$ cat config.mk
export PLATFORM = sky130hd
export DESIGN_NAME = tar_stream_deframer_unit
export DESIGN_NICKNAME = d
export VERILOG_FILES = /design/src/design/tsd_pkg.sv /design/src/design/tsd_hdr_parse.sv /design/src/design/tsd_res_fifo.sv /design/src/design/tar_stream_deframer_unit.sv
export VERILOG_INCLUDE_DIRS = /design/src /design/src/design
export SDC_FILE = /design/constraint.sdc
export NUM_CORES = 1
export LEC_CHECK = 0
export BUFFER_PORTS_ARGS = -buffer_cell sky130_fd_sc_hd__buf_2
export CAP_MARGIN = 40
export CORE_ASPECT_RATIO = 1.25
export CORE_MARGIN = 5
export CORE_UTILIZATION = 41
export CTS_BUF_LIST = sky130_fd_sc_hd__clkbuf_16
export DETAILED_ROUTE_END_ITERATION = 10
export GPL_ROUTABILITY_DRIVEN = 0
export PLACE_DENSITY = 0.54
export SLEW_MARGIN = 20
export SYNTH_ARGS = -nofsm -noshare
export SYNTH_HDL_FRONTEND = slang
export SYNTH_SLANG_ARGS = --single-unit
$ cat constraint.sdc
create_clock -name clk -period 8.01 [get_ports clk]
set_clock_uncertainty 0.1 [all_clocks]
set_input_delay 0.4005 -clock clk [delete_from_list [all_inputs] [get_ports clk]]
set_output_delay 0.4005 -clock clk [all_outputs]
set_load 0.01 [all_outputs]
$ cat src/design/tar_stream_deframer_unit_assert.svh
// assertion macros for the tar stream deframer
// used by tar_stream_deframer_unit, no other dependencies
`ifndef TAR_STREAM_DEFRAMER_UNIT_ASSERT_SVH
`define TAR_STREAM_DEFRAMER_UNIT_ASSERT_SVH

// same-cycle implication
`define TSD_ASSERT_IMPL(name, clock, rst_n, ante, cons) \
	name: assert property (@(posedge clock) disable iff (!rst_n) (ante) |-> (cons)) \
		else $error("tsd same-cycle check failed");

// next-cycle implication
`define TSD_ASSERT_NEXT(name, clock, rst_n, ante, cons) \
	name: assert property (@(posedge clock) disable iff (!rst_n) (ante) |=> (cons)) \
		else $error("tsd next-cycle check failed");

`endif

$ cat src/design/tsd_pkg.sv
// shared types and constants for the tar stream deframer
// no dependencies
`timescale 1ns / 1ps
package tsd_pkg;

	localparam int ENTRY_SIZE_W = 36;
	localparam int SUM_W        = 17;
	localparam int SUM_FIELD_W  = 24;
	localparam int OFS_W        = 9;

	localparam logic [OFS_W-1:0] OFS_SIZE_FIRST = 9'd124;
	localparam logic [OFS_W-1:0] OFS_SIZE_LAST  = 9'd135;
	localparam logic [OFS_W-1:0] OFS_CKS_FIRST  = 9'd148;
	localparam logic [OFS_W-1:0] OFS_CKS_LAST   = 9'd155;
	localparam logic [OFS_W-1:0] OFS_TYPE       = 9'd156;
	localparam logic [OFS_W-1:0] OFS_BLOCK_LAST = 9'd511;

	localparam logic [7:0] CKS_BLANK = 8'h20;
	localparam logic [7:0] CH_ZERO   = 8'h30;
	localparam logic [7:0] CH_SEVEN  = 8'h37;
	localparam logic [7:0] CH_HLINK  = 8'h31;
	localparam logic [7:0] CH_SLINK  = 8'h32;
	localparam logic [7:0] CH_CHR    = 8'h33;
	localparam logic [7:0] CH_BLK    = 8'h34;
	localparam logic [7:0] CH_DIR    = 8'h35;
	localparam logic [7:0] CH_FIFO   = 8'h36;

	localparam logic [1:0] EV_HEADER  = 2'd0;
	localparam logic [1:0] EV_PAYLOAD = 2'd1;
	localparam logic [1:0] EV_END     = 2'd2;
	localparam logic [1:0] EV_ERROR   = 2'd3;

	localparam logic [2:0] ERR_SHORT    = 3'd0;
	localparam logic [2:0] ERR_CHECKSUM = 3'd1;
	localparam logic [2:0] ERR_LINK     = 3'd2;
	localparam logic [2:0] ERR_OVERRUN  = 3'd3;
	localparam logic [2:0] ERR_NO_END   = 3'd4;

	localparam logic [1:0] KIND_REG  = 2'd0;
	localparam logic [1:0] KIND_DIR  = 2'd1;
	localparam logic [1:0] KIND_LINK = 2'd2;

	localparam int RES_Q_DEPTH = 4;
	localparam int RES_Q_AW    = $clog2(RES_Q_DEPTH);
	localparam int RES_Q_LW    = RES_Q_AW + 1;

	typedef enum logic [3:0] {
		PH_HEADER  = 4'b0001,
		PH_PAYLOAD = 4'b0010,
		PH_PADDING = 4'b0100,
		PH_STOPPED = 4'b1000
	} phase_t;

	typedef struct packed {
		logic                    all_zero;
		logic                    sum_ok;
		logic [1:0]              kind;
		logic [ENTRY_SIZE_W-1:0] size;
	} hdr_info_t;

	typedef struct packed {
		logic [1:0]              ev;
		logic [2:0]              err;
		logic [1:0]              kind;
		logic [ENTRY_SIZE_W-1:0] size;
		logic [7:0]              pbyte;
		logic                    done;
		logic                    last_res;
	} res_t;

endpackage

$ cat src/design/tsd_hdr_parse.sv
// header block accumulators: checksum sum, octal size and checksum fields, type byte
// depends on tsd_pkg
`timescale 1ns / 1ps
module tsd_hdr_parse #(
	parameter int SIZE_BITS = 36
) (
	input  logic               clk,
	input  logic               arst_n,
	input  logic               step,
	input  logic               clear,
	input  logic [tsd_pkg::OFS_W-1:0] offset,
	input  logic [7:0]         data,
	output tsd_pkg::hdr_info_t info
);
	import tsd_pkg::*;

	typedef enum logic [2:0] {
		OCT_SKIP   = 3'b001,
		OCT_DIGITS = 3'b010,
		OCT_DONE   = 3'b100
	} oct_t;

	typedef struct packed {
		oct_t                    ph;
		logic [ENTRY_SIZE_W-1:0] acc;
	} oct_res_t;

	function automatic oct_res_t oct_step(oct_t ph, logic [ENTRY_SIZE_W-1:0] acc,
			logic [7:0] b);
		oct_res_t r;
		logic     dig;
		r.ph  = ph;
		r.acc = acc;
		dig   = (b >= CH_ZERO) && (b <= CH_SEVEN);
		unique case (ph)
			OCT_SKIP: begin
				if (dig) begin
					r.acc = ENTRY_SIZE_W'(b[2:0]);
					r.ph  = OCT_DIGITS;
				end
			end
			OCT_DIGITS: begin
				if (dig) begin
					r.acc = {acc[ENTRY_SIZE_W-4:0], b[2:0]};
				end else begin
					r.ph = OCT_DONE;
				end
			end
			OCT_DONE: begin
			end
			default: begin
			end
		endcase
		return r;
	endfunction

	logic [SUM_W-1:0]       sum_q, sum_d;
	logic                   zero_q, zero_d;
	logic [SIZE_BITS-1:0]   size_q;
	oct_t                   size_ph_q;
	logic [SUM_FIELD_W-1:0] cks_q;
	oct_t                   cks_ph_q;
	logic [7:0]             type_q;
	logic                   in_cks, in_size;
	oct_res_t               size_nx, cks_nx;
	logic [1:0]             kind;

	assign in_cks  = (offset >= OFS_CKS_FIRST) && (offset <= OFS_CKS_LAST);
	assign in_size = (offset >= OFS_SIZE_FIRST) && (offset <= OFS_SIZE_LAST);

	always_comb begin
		sum_d   = sum_q + SUM_W'(in_cks ? CKS_BLANK : data);
		zero_d  = zero_q && (data == 8'd0);
		size_nx = oct_step(size_ph_q, ENTRY_SIZE_W'(size_q), data);
		cks_nx  = oct_step(cks_ph_q, ENTRY_SIZE_W'(cks_q), data);
	end

	always_comb begin
		priority if (type_q == CH_HLINK || type_q == CH_SLINK || type_q == CH_CHR ||
				type_q == CH_BLK || type_q == CH_FIFO) begin
			kind = KIND_LINK;
		end else if (type_q == CH_DIR) begin
			kind = KIND_DIR;
		end else begin
			kind = KIND_REG;
		end
	end

	assign info.all_zero = zero_d;
	assign info.sum_ok   = (SUM_FIELD_W'(sum_d) == cks_q);
	assign info.kind     = kind;
	assign info.size     = (kind == KIND_DIR) ? '0 : ENTRY_SIZE_W'(size_q);

	always_ff @(posedge clk or negedge arst_n) begin
		if (!arst_n) begin
			sum_q     <= '0;
			zero_q    <= 1'b1;
			size_q    <= '0;
			size_ph_q <= OCT_SKIP;
			cks_q     <= '0;
			cks_ph_q  <= OCT_SKIP;
			type_q    <= '0;
		end else if (clear) begin
			sum_q     <= '0;
			zero_q    <= 1'b1;
			size_q    <= '0;
			size_ph_q <= OCT_SKIP;
			cks_q     <= '0;
			cks_ph_q  <= OCT_SKIP;
			type_q    <= '0;
		end else if (step) begin
			sum_q  <= sum_d;
			zero_q <= zero_d;
			if (in_cks) begin
				cks_q    <= cks_nx.acc[SUM_FIELD_W-1:0];
				cks_ph_q <= cks_nx.ph;
			end
			if (in_size) begin
				size_q    <= size_nx.acc[SIZE_BITS-1:0];
				size_ph_q <= size_nx.ph;
			end
			if (offset == OFS_TYPE) begin
				type_q <= data;
			end
		end
	end

endmodule

$ cat src/design/tsd_res_fifo.sv
// small result queue, takes up to two results per cycle, gives one
// depends on tsd_pkg
`timescale 1ns / 1ps
module tsd_res_fifo (
	input  logic                         clk,
	input  logic                         arst_n,
	input  logic                         push0,
	input  logic                         push1,
	input  tsd_pkg::res_t                res0,
	input  tsd_pkg::res_t                res1,
	input  logic                         pop,
	output tsd_pkg::res_t                head,
	output logic [tsd_pkg::RES_Q_LW-1:0] level
);
	import tsd_pkg::*;

	res_t                mem_q [RES_Q_DEPTH];
	logic [RES_Q_AW-1:0] wr_q, rd_q;
	logic [RES_Q_LW-1:0] level_q;

	assign head  = mem_q[rd_q];
	assign level = level_q;

	always_ff @(posedge clk) begin
		if (push0) begin
			mem_q[wr_q] <= res0;
		end
		if (push1) begin
			mem_q[wr_q + RES_Q_AW'(1)] <= res1;
		end
	end

	always_ff @(posedge clk or negedge arst_n) begin
		if (!arst_n) begin
			wr_q    <= '0;
			rd_q    <= '0;
			level_q <= '0;
		end else begin
			wr_q    <= wr_q + RES_Q_AW'(push0) + RES_Q_AW'(push1);
			rd_q    <= rd_q + RES_Q_AW'(pop);
			level_q <= level_q + RES_Q_LW'(push0) + RES_Q_LW'(push1) - RES_Q_LW'(pop);
		end
	end

endmodule

$ cat src/design/tar_stream_deframer_unit.sv
// top level of the tar stream deframer: input register, block phase control
// depends on tsd_pkg, tsd_hdr_parse, tsd_res_fifo, tar_stream_deframer_unit_assert.svh
//
// channel  handshake            beat contents
// in       in_valid / in_ready  data_byte, stream_last
// out      out_valid/ out_ready event_res, error_code, entry_kind, entry_size,
//                               payload_byte, entry_done, step_final
//
// one byte per cycle while the queue has room; a byte is held in the input register, then its
// zero, one or two results enter a four-entry result queue
// the input register moves on only while the queue has room for two results
// reset clears phase, offset, accumulators and queue at once, no sweep
`timescale 1ns / 1ps
module tar_stream_deframer_unit #(
	parameter int SIZE_BITS = 36
) (
	input  logic        clk,
	input  logic        arst_n,
	input  logic        in_valid,
	output logic        in_ready,
	input  logic [7:0]  data_byte,
	input  logic        stream_last,
	output logic        out_valid,
	input  logic        out_ready,
	output logic [1:0]  event_res,
	output logic [2:0]  error_code,
	output logic [1:0]  entry_kind,
	output logic [35:0] entry_size,
	output logic [7:0]  payload_byte,
	output logic        entry_done,
	output logic        step_final
);
	import tsd_pkg::*;

	logic                 valid_s1, last_s1;
	logic [7:0]           byte_s1;
	logic                 fire;
	phase_t               phase_q, phase_d;
	logic [OFS_W-1:0]     offset_q, offset_d;
	logic [SIZE_BITS-1:0] left_q, left_d, left_dec;
	hdr_info_t            hdr;
	logic                 size_nz;
	logic                 push0, push1;
	res_t                 res0, res1, head;
	logic [RES_Q_LW-1:0]  level;
	logic                 hdr_step, hdr_clear;

	assign fire     = valid_s1 && (level <= RES_Q_LW'(RES_Q_DEPTH - 2));
	assign in_ready = !valid_s1 || fire;

	always_ff @(posedge clk or negedge arst_n) begin
		if (!arst_n) begin
			valid_s1 <= 1'b0;
		end else if (in_ready) begin
			valid_s1 <= in_valid;
		end
	end

	always_ff @(posedge clk) begin
		if (in_valid && in_ready) begin
			byte_s1 <= data_byte;
			last_s1 <= stream_last;
		end
	end

	assign hdr_step  = fire && (phase_q == PH_HEADER);
	assign hdr_clear = fire && (last_s1 || (phase_q == PH_HEADER &&
		offset_q == OFS_BLOCK_LAST));

	tsd_hdr_parse #(
		.SIZE_BITS(SIZE_BITS)
	) u_hdr (
		.clk    (clk),
		.arst_n (arst_n),
		.step   (hdr_step),
		.clear  (hdr_clear),
		.offset (offset_q),
		.data   (byte_s1),
		.info   (hdr)
	);

	assign size_nz  = |hdr.size;
	assign left_dec = left_q - SIZE_BITS'(1);

	always_comb begin
		phase_d  = phase_q;
		offset_d = offset_q;
		left_d   = left_q;
		push0    = 1'b0;
		push1    = 1'b0;
		res0     = '0;
		res1     = '0;
		unique case (phase_q)
			PH_HEADER: begin
				if (offset_q == OFS_BLOCK_LAST) begin
					offset_d = '0;
					push0    = 1'b1;
					phase_d  = PH_STOPPED;
					priority if (hdr.all_zero) begin
						res0.ev = EV_END;
					end else if (!hdr.sum_ok) begin
						res0.ev  = EV_ERROR;
						res0.err = ERR_CHECKSUM;
					end else if (hdr.kind == KIND_LINK && size_nz) begin
						res0.ev   = EV_ERROR;
						res0.err  = ERR_LINK;
						res0.kind = hdr.kind;
						res0.size = hdr.size;
					end else if (last_s1 && size_nz) begin
						res0.ev  = EV_ERROR;
						res0.err = ERR_OVERRUN;
					end else begin
						res0.ev   = EV_HEADER;
						res0.kind = hdr.kind;
						res0.size = hdr.size;
						res0.done = !size_nz;
						phase_d   = size_nz ? PH_PAYLOAD : PH_HEADER;
						left_d    = hdr.size[SIZE_BITS-1:0];
						if (last_s1) begin
							push1    = 1'b1;
							res1.ev  = EV_ERROR;
							res1.err = ERR_NO_END;
						end
					end
				end else begin
					offset_d = offset_q + OFS_W'(1);
					if (last_s1) begin
						push0    = 1'b1;
						res0.ev  = EV_ERROR;
						res0.err = ERR_SHORT;
					end
				end
			end
			PH_PAYLOAD: begin
				push0 = 1'b1;
				if (last_s1) begin
					res0.ev  = EV_ERROR;
					res0.err = ERR_OVERRUN;
				end else begin
					offset_d   = offset_q + OFS_W'(1);
					left_d     = left_dec;
					res0.ev    = EV_PAYLOAD;
					res0.pbyte = byte_s1;
					res0.done  = (left_dec == '0);
					if (left_dec == '0) begin
						phase_d = (offset_d == '0) ? PH_HEADER : PH_PADDING;
					end
				end
			end
			PH_PADDING: begin
				offset_d = offset_q + OFS_W'(1);
				if (last_s1) begin
					push0    = 1'b1;
					res0.ev  = EV_ERROR;
					res0.err = ERR_NO_END;
				end else if (offset_d == '0) begin
					phase_d = PH_HEADER;
				end
			end
			PH_STOPPED: begin
			end
			default: begin
			end
		endcase
		res0.last_res = !push1;
		res1.last_res = 1'b1;
		if (last_s1) begin
			phase_d  = PH_HEADER;
			offset_d = '0;
			left_d   = '0;
		end
	end

	always_ff @(posedge clk or negedge arst_n) begin
		if (!arst_n) begin
			phase_q  <= PH_HEADER;
			offset_q <= '0;
			left_q   <= '0;
		end else if (fire) begin
			phase_q  <= phase_d;
			offset_q <= offset_d;
			left_q   <= left_d;
		end
	end

	tsd_res_fifo u_fifo (
		.clk    (clk),
		.arst_n (arst_n),
		.push0  (fire && push0),
		.push1  (fire && push1),
		.res0   (res0),
		.res1   (res1),
		.pop    (out_valid && out_ready),
		.head   (head),
		.level  (level)
	);

	assign out_valid    = (level != '0);
	assign event_res    = head.ev;
	assign error_code   = head.err;
	assign entry_kind   = head.kind;
	assign entry_size   = head.size;
	assign payload_byte = head.pbyte;
	assign entry_done   = head.done;
	assign step_final   = head.last_res;

	`include "tar_stream_deframer_unit_assert.svh"

	`TSD_ASSERT_IMPL(a_level_bound, clk, arst_n, 1'b1, level <= RES_Q_LW'(RES_Q_DEPTH))
	`TSD_ASSERT_IMPL(a_two_only_hdr, clk, arst_n, fire && push1, res0.ev == EV_HEADER && last_s1)
	`TSD_ASSERT_IMPL(a_payload_left, clk, arst_n, phase_q == PH_PAYLOAD, left_q != '0)
	`TSD_ASSERT_NEXT(a_last_resets, clk, arst_n, fire && last_s1, phase_q == PH_HEADER && offset_q == '0)

endmodule

==> impl_metrics.env <==
export IMPL_cpMaxStageDelayCell="nand4_1"
export IMPL_async_flop_share_pct=40.3
export IMPL_worstMarginPinSlew_ns=0.909
export IMPL_first_pass_iters=5
export IMPL_regToRegStartpoint="offset_q[0]"
export IMPL_antenna_found_initial=1
export IMPL_place_inst=2634
export IMPL_dieArea_sq_mm=0.0497
export IMPL_ctsResizeCount=0
export IMPL_clock_latency_ns=0.57
export IMPL_synth_edf_count=21
export IMPL_nets=2144
export IMPL_cts_tree="done"
export IMPL_postCtsSetupRepairBufs=0
export IMPL_cts_sink_count=370
export IMPL_tns_ns=0
export IMPL_synth_cells=2135
export IMPL_critPathMaxStageDelay_ns=0.62
export IMPL_drtIter0Drc=1104
export IMPL_slew_viol_final=0
export IMPL_wl_microns=57300
export IMPL_finalSetupViolations=0
export IMPL_ctsLongestPathBuffers=3
export IMPL_crit_chain="ha_1 > nor2_1 > nor2_1 > mux2_2 > and3_1 > or2_2 > ha_1 > nand3_1 > or4_1 > a21boi_2 > and3b_1 > nor2_1 > nor4_1 > nand4_1 > or2_2 > ha_1 > fa_1 > inv_1 > fa_1"
export IMPL_ant_nets=0
export IMPL_min_path_type="primary input to asynchronous set/reset pin"
export IMPL_antenna_cells=0
export IMPL_cp_startpoint="offset_q[0]"
export IMPL_dieHeight_microns=248
export IMPL_grt_overflow_total=0
export IMPL_fin_cells=2719
export IMPL_synth_top_area_cell="dfxtp_1"
export IMPL_path_buf_inv=1
export IMPL_period_needed_ns=6.54
export IMPL_port_buffers=67
export IMPL_crit_path_end_kind="flip-flop"
export IMPL_p_per_area_mw_per_mm2=267
export IMPL_synth_area_leaders="dfxtp_1 (22%), dfrtp_1 (20%), mux4_2 (6.4%), a21oi_1 (6.2%), nand2_1 (6.1%)"
export IMPL_ys_warn_count=0
export IMPL_maxClockFrequency_mhz=153
export IMPL_grt_max_degree=85
export IMPL_via_count=16200
export IMPL_place_hpwl_microns=37100
export IMPL_relSlewSlack_pct=38.9
export IMPL_synthesis_area_sq_mm=0.0186
export IMPL_finalHoldViolations=0
export IMPL_vdd_drop_max_uv=217
export IMPL_final_layout_size_suffix_gt1_share_pct=12.0
export IMPL_track_usage_pct=22.6
export IMPL_grt_pass1_vias=15800
export IMPL_wl_per_cell_microns=21.1
export IMPL_final_core_util_pct=46.2
export IMPL_nFillCells=4353
export IMPL_cellLeakagePower_nw=8.16
export IMPL_cts_clk_slew_worst_paths_ns=0.06
export IMPL_run_status="finished, final reports clean"
export IMPL_drc=0
export IMPL_path_class="flip-flop to flip-flop"
export IMPL_placed_area_sq_mm=0.0194
export IMPL_syn_nets=2169
export IMPL_initial_utilization_pct=41.3
export IMPL_yosysSeqAreaShare_pct=45.0
export IMPL_grt_pass1_wl_microns=91000
export IMPL_root_buffer="clkbuf_16"
export IMPL_crit_required_ns=8.36
export IMPL_rows=87
export IMPL_core_sq_mm=0.0450
export IMPL_areaGrowthSynthToFinish_pct=11.7
export IMPL_ys_seq_elements=370
export IMPL_maxCapViolations=0
export IMPL_critPathLaunchType="flip-flop"
export IMPL_crit_arrival_ns=6.89
export IMPL_final_cell_area_sq_mm=0.0208
export IMPL_ios=68
export IMPL_r2r_slack_ns=1.47
export IMPL_cts_max_level=2
export IMPL_fin_crit_sh_pct=81.7
export IMPL_critPathMaxFanout=14
export IMPL_numCtsBuffers=39
export IMPL_synth_distinct_cells=78
export IMPL_critPathTopFamily="simple AND/OR/NAND/NOR gates"
export IMPL_synth_top_area_share_pct=21.5
export IMPL_synth_ff_type="dfxtp_1"
export IMPL_routed_via_density=5.95
export IMPL_hold_buffers=11
export IMPL_fp_dieW_microns=200
export IMPL_syn_avg_cell_area_sq_um=8.70
export IMPL_rsz0062_at_grt="false"
-- cell type report --
cell class	count	area, sq um	area share [%]
clock inverters	33	200	0.964
flip-flops and latches	370	8370	40.3
clock buffers	39	976	4.70
inverters	32	120	0.579
well taps	578	723	3.48
multi-input cells	1543	9400	45.3
repair buffers	124	968	4.67
-- cell usage in the layout (no fill, tap or decap), drive strengths merged, types with 6 or more instances in the layout --
master	count
xnor2	18
or2	11
and2	19
a21oi	232
o21ai	134
a211oi	10
dfrtp	145
a31oi	22
nand2b	12
buf	113
nor2b	13
ha	17
or3	6
nor3	46
mux4	53
nor4	39
a22oi	13
inv	51
dlygate4sd3	11
and3	23
a32oi	9
nor3b	9
clkinv	12
clkbuf	39
o22ai	9
nand3b	8
nand2	302
nor2	181
a22o	42
o31ai	14
nand3	176
nor4b	8
nand4	15
xor2	16
or4	8
edfxtp	21
dfxtp	200
-- where the power goes --
part / internal (mW) / switching, mW
clock network: 0.923 / 0.780
logic: 0.596 / 1.10
registers: 2.01 / 0.147
total: 3.53 / 2.02
-- cell families after synthesis --
| logic type | synth area share, % |
|---|---|
| xor gates and xnor gates | 1.85 |
| buffers and inverters | 4.91 |
| DFF | 45.0 |
| adders and majority gates | 1.58 |
| AOI/OAI and AO/OA | 17.6 |
| muxes | 6.48 |
| and+or+nand+nor | 22.5 |
-- routing by layer --
metal | vias up | GRT usage, % | wire length (microns)
met3 | 87 | 3.31 | 3090
li1 | 7609 | - | -
met2 | 502 | 40.0 | 28900
met1 | 7972 | 28.9 | 24000
met5 | - | 0 | 17
met4 | 2 | 6.42 | 1310
-- per-stage QoR --
step | power (mW) | hold WS, ns | setup slack (ns)
finish | 5.55 | 0.113 | 1.47
global route | 5.85 | 0.122 | 1.08
CTS | 5.60 | 0.123 | 1.53
detailed placement | 3.87 | 0.341 | 1.51
global placement | 3.83 | 0.335 | 1.60
floorplan | 3.32 | 0.00491 | 2.38
-- path summary, 6_finish.rpt --
check	depth (start not counted)	to
hold reg to reg	2	u_fifo.mem_q[3][19]
hold / removal	2	u_hdr.cks_q[11]
max in group asynchronous	4	u_hdr.size_q[27]
setup / recovery	19	u_fifo.level[1]
setup reg to reg	19	u_fifo.level[1]
min in group clk	3	u_fifo.rd_q[0]
-- synthesized netlist by cell type, drive strengths merged, types with 16 or more instances --
library cell	n
dfrtp	145
nor4	39
and2	19
dfxtp	200
inv	32
buf	50
nor3	46
a31oi	22
nor2	181
xor2	16
a21oi	232
a22o	42
mux4	53
o21ai	134
xnor2	18
ha	17
clkbuf	140
nand3	176
edfxtp	21
and3	23
nand2	302
-- state kept, by name, summed over array words and instances, names as in the netlist --
signal and count:
last_s1 1, u_hdr.type_q 8, u_fifo.rd_q 2, u_fifo.level 3
left_q 36, u_hdr.sum_q 17, u_hdr.size_ph_q 3, u_hdr.cks_ph_q 3
u_fifo.mem_q 212, offset_q 9, valid_s1 1, u_hdr.size_q 36
u_hdr.zero_q 1, u_hdr.cks_q 24, u_fifo.wr_q 2, byte_s1 8
phase_q 4
Note: power is estimated with default switching activity, not from simulation.
